==> src/hw/rtl/hse_pkg.sv <==
`timescale 1ns / 1ps

package hse_pkg;

  // input beat kinds, carried on in_tuser
  typedef enum logic {
    CMD_LOAD = 1'b0,
    CMD_DATA = 1'b1
  } in_cmd_t;

  localparam int ENTRY_INDEX_W = 10;
  localparam int SYM_W         = 16;
  localparam int CODE_W        = 29;
  localparam int LEN_W         = 5;
  localparam int BYTE_W        = 8;
  localparam int CFG_W         = 11;

  // in_tdata layout, lowest bit up
  localparam int INDEX_LSB  = 0;
  localparam int SYM_LSB    = INDEX_LSB + ENTRY_INDEX_W;
  localparam int CODE_LSB   = SYM_LSB + SYM_W;
  localparam int LEN_LSB    = CODE_LSB + CODE_W;
  localparam int DATA_LSB   = LEN_LSB + LEN_W;
  localparam int IN_TDATA_W = 72;

  // out_tdata: out_byte, then symbol_missing
  localparam int OUT_TDATA_W = 16;

  typedef struct packed {
    logic [SYM_W-1:0]  sym;
    logic [CODE_W-1:0] code;
    logic [LEN_W-1:0]  len;
  } tbl_entry_t;

  typedef struct packed {
    logic load_wr;
    logic data_take;
    logic scan_step;
    logic emit_data;
    logic emit_pad;
    logic emit_count;
  } ctl_cmd_t;

  typedef struct packed {
    logic have_sym;
    logic scan_done;
    logic cnt_ge8;
    logic cnt_zero;
    logic last;
    logic out_free;
  } dp_status_t;

endpackage

==> src/hw/rtl/hse_ctrl.sv <==
`timescale 1ns / 1ps

module hse_ctrl (
  input  logic                  clk,
  input  logic                  rst_n,
  input  logic                  in_tvalid,
  input  logic                  in_tuser,
  output logic                  in_tready,
  input  hse_pkg::dp_status_t   st,
  output hse_pkg::ctl_cmd_t     cmd
);

  typedef enum logic [4:0] {
    S_IDLE  = 5'b00001,
    S_SCAN  = 5'b00010,
    S_EMIT  = 5'b00100,
    S_PAD   = 5'b01000,
    S_COUNT = 5'b10000
  } state_t;

  state_t state_r, state_nxt;

  always_ff @(posedge clk) begin
    if (!rst_n) begin
      state_r <= S_IDLE;
    end else begin
      state_r <= state_nxt;
    end
  end

  always_comb begin
    state_nxt = state_r;
    cmd       = '0;
    in_tready = 1'b0;
    case (state_r)
      S_IDLE: begin
        in_tready = 1'b1;
        if (in_tvalid) begin
          if (in_tuser == hse_pkg::CMD_LOAD) begin
            cmd.load_wr = 1'b1;
          end else begin
            cmd.data_take = 1'b1;
            // a held lead byte produces nothing until its partner arrives
            if (st.have_sym) state_nxt = S_SCAN;
          end
        end
      end
      S_SCAN: begin
        cmd.scan_step = 1'b1;
        if (st.scan_done) state_nxt = S_EMIT;
      end
      S_EMIT: begin
        if (st.cnt_ge8) begin
          if (st.out_free) cmd.emit_data = 1'b1;
        end else if (st.last) begin
          state_nxt = S_PAD;
        end else begin
          state_nxt = S_IDLE;
        end
      end
      S_PAD: begin
        if (st.cnt_zero) begin
          state_nxt = S_COUNT;
        end else if (st.out_free) begin
          cmd.emit_pad = 1'b1;
          state_nxt    = S_COUNT;
        end
      end
      S_COUNT: begin
        if (st.out_free) begin
          cmd.emit_count = 1'b1;
          state_nxt      = S_IDLE;
        end
      end
      default: begin
        state_nxt = S_IDLE;
      end
    endcase
  end

endmodule

==> config.mk <==
export PLATFORM = sky130hd
export DESIGN_NAME = hse_ctrl
export DESIGN_NICKNAME = d
export VERILOG_FILES = /design/src/hw/rtl/hse_pkg.sv /design/src/hw/rtl/hse_ctrl.sv
export SDC_FILE = /design/constraint.sdc
export NUM_CORES = 1
export LEC_CHECK = 0
export ABC_AREA = 1
export BUFFER_PORTS_ARGS = -buffer_cell sky130_fd_sc_hd__buf_2
export CELL_PAD_IN_SITES_DETAIL_PLACEMENT = 2
export CELL_PAD_IN_SITES_GLOBAL_PLACEMENT = 2
export CORE_UTILIZATION = 24
export CTS_BUF_LIST = sky130_fd_sc_hd__clkbuf_2 sky130_fd_sc_hd__clkbuf_4 sky130_fd_sc_hd__clkbuf_8
export CTS_CLUSTER_DIAMETER = 100
export CTS_CLUSTER_SIZE = 40
export DETAILED_ROUTE_END_ITERATION = 6
export HOLD_SLACK_MARGIN = 0.06
export PLACE_DENSITY_LB_ADDON = 0.1
export SETUP_SLACK_MARGIN = 0.4
export SLEW_MARGIN = 10
export SYNTH_ARGS = -nofsm -noshare
export SYNTH_HDL_FRONTEND = slang
export SYNTH_SLANG_ARGS = --single-unit
export TNS_END_PERCENT = 50
==> constraint.sdc <==
create_clock -name clk -period 2.4 [get_ports clk]
set_input_delay 0.24 -clock clk [delete_from_list [all_inputs] [get_ports clk]]
set_output_delay 0.24 -clock clk [all_outputs]
set_load 0.1 [all_outputs]
==> results.toml <==
[grt]
grt_use_total = 0.1547
grt_pass1_vias = 503
grt_max_degree = 10
grt_pass1_wl_um = 2097
antenna_found_initial = 0
grt_overflow = 0

[setup_path]
crit_path_max_incr_delay_ps = 420
cpMaxStageDelayCell = "buf_2"
crit_family = "buffers and inverters"
regToRegSetupSlack_ps = 1120
path_cells = "inv_2 -> nand2_2 -> nor2_2 -> nand2_4 -> clkinvlp_4 -> nand2_1 -> nor2_4 -> buf_2"
critPathKind = "reg -> out"
cp.arrival_ps = 1600
critPathMaxFanout = 5
cp-start-kind = "flip-flop"
end_kind = "output port"
startpoint = "state_r[3]$_SDFFE_PN0P_"
reg2reg_from = "state_r[2]$_SDFFE_PN0P_"
crit_required_ps = 2160
worst-path-buf-inv = 3

[sta]
period_share = 0.7651
drv_slew = 0
report.final.hold_viol_count = 0
finalSetupViolations = 0
relSlewSlack = 0.6772
worst_pin_slew_ps = 487.6
fin_crit_ps = 1836
max_freq_ghz = 0.5446
worst_clock_skew_ps = 0.7951
setup_tns_ps = 0
grt_setup_unrepaired = "no"

[synth]
ys.flop_type = "dfxtp_1"
seq_area_frac_synth = 0.2500
synth_area_leader_cell = "dfxtp_1"
synth.most_common_cell = "nor2_1"
syn_nets = 77
yosys-top-cells-count = "nor2_1, nand2_1, inv_1, nand3_1"
ys_warn_count = 0
avgSynthCellArea_sq_um = 5.976
synth-edff-count = 0
synthTopCellsByArea = "dfxtp_1, nor2_1, nand2_1"
syn_area_sq_um = 400.4
async_flop_share = 0
synth_seq_cells = 5
syn_inst = 67
synth_top_area_frac = 0.2500
yosysUniqueCellTypes = 12

[placement]
port_buffers = 16
hpwl_um = 1001
gp_congestion = 0.7048

[clock_tree]
post_cts_buffers = 0
cts_inserted_buffers = 3
clock_tree.root_cell = "clkbuf_4"
cts_tree = "done"
cts_resized = 0
postCtsHoldBufs = 0
clk_pin_slew_ps = 40
htree_levels = 1
cts_buffer_depth = 2
cts.sinks = 5
worstSkewPairLatency_ps = 240

[floorplan]
top_level_ports = 17
core_sq_mm = 0.001524
initial_core_util = 0.2627
die_h_um = 42.85
fp.dieW_um = 42.85
die_area_sq_mm = 0.001836
std_cell_rows = 14

[cells_and_area]
diodes = 0
seq_area_sq_um = 100.1
max_flop_register = "state_r"
fin_nets = 98
multiInputGateArea_sq_um = 265.3
drive_gt1_frac = 0.4023
largest_reg_flops = 5
n_fill_cell = 211
reg_top3 = "state_r: 5 flops"
syn2layout_area_growth_pct = 35.94

[route]
wl_per_cell_um = 11.62
wl_um = 1197
via_per_inst = 4.748
dr_total_vias = 489
drt-initial-drc-count = 2
drc_errors = 0
ant_nets = 0
firstDrtPassIters = 3

[hold_path]
hp-class = "in -> reg"
min_from = "rst_n"

[run]
maxCapViolCount = 0

[outcome]
outcome = "completed"
tightest hold or removal path, delay by kind of cell:
| family | cells | cell delay, ps |
|---|---|---|
| buffers and inverters | 1 | 130 |
| AND/OR/NAND/NOR | 2 | 100 |
through the flow:
stage | utilization | hold WS (ps) | setup slack, ps | instance area [sq um] | cells
6_report | 0.3571 | 276.0 | 563.8 | 544.3 | 103
5_1_grt | 0.3571 | 300.0 | 440.9 | 544.3 | 103
4_1_cts | 0.3571 | 270.3 | 529.8 | 544.3 | 103
3_5_place_dp | 0.3374 | 527.1 | 806.1 | 514.2 | 99
3_3_place_gp | 0.3374 | 522.2 | 830.0 | 514.2 | 99
2_1_floorplan | - | 360.7 | 264.3 | 414.1 | 67
placed cells by master, fill, tap and decap left out, types with 3 or more instances in the layout:
cell type / Yosys / final
buf_2: 0 / 16
nor2_1: 15 / 13
nand2_1: 11 / 11
inv_1: 9 / 8
nand3_1: 6 / 6
nor2_2: 4 / 5
nand4_1: 5 / 5
dfxtp_1: 5 / 5
a21oi_1: 4 / 4
clkbuf_4: 0 / 4
inv_2: 3 / 3
nor2_4: 2 / 3
final cells by class:
type / count / area share
inverter: 12 / 0.08966
multi-input combinational: 50 / 0.4874
tap: 16 / 0.03678
sequential: 5 / 0.1839
timing repair buffer: 16 / 0.1471
clock buffer: 4 / 0.05517
layer usage:
metal,up-vias,GRT usage,part of all wire
met2,9,0.2758,0.54
met4,0,0.03750,0
met5,-,0,0
met1,230,0.1671,0.43
li1,250,-,-
met3,0,0.06383,0.036
path summary, 6_finish.rpt:
check	endpoint	depth (start not counted)
worst max register to register	state_r[2]$_SDFFE_PN0P_	7
worst min register to register	state_r[3]$_SDFFE_PN0P_	2
worst max-delay path	cmd[5]	8
worst min-delay path	state_r[1]$_SDFFE_PN0P_	3
kinds of logic after synthesis:
| group | Yosys count | synth area share |
|---|---|---|
| flops | 5 | 0.2500 |
| simple gates | 46 | 0.5875 |
| buf+inv | 12 | 0.1125 |
| compound gates | 4 | 0.05000 |
Power is left out: the tool's default activity adds up to more than one toggle a clock period on the data nets, which glitch-free logic cannot reach.
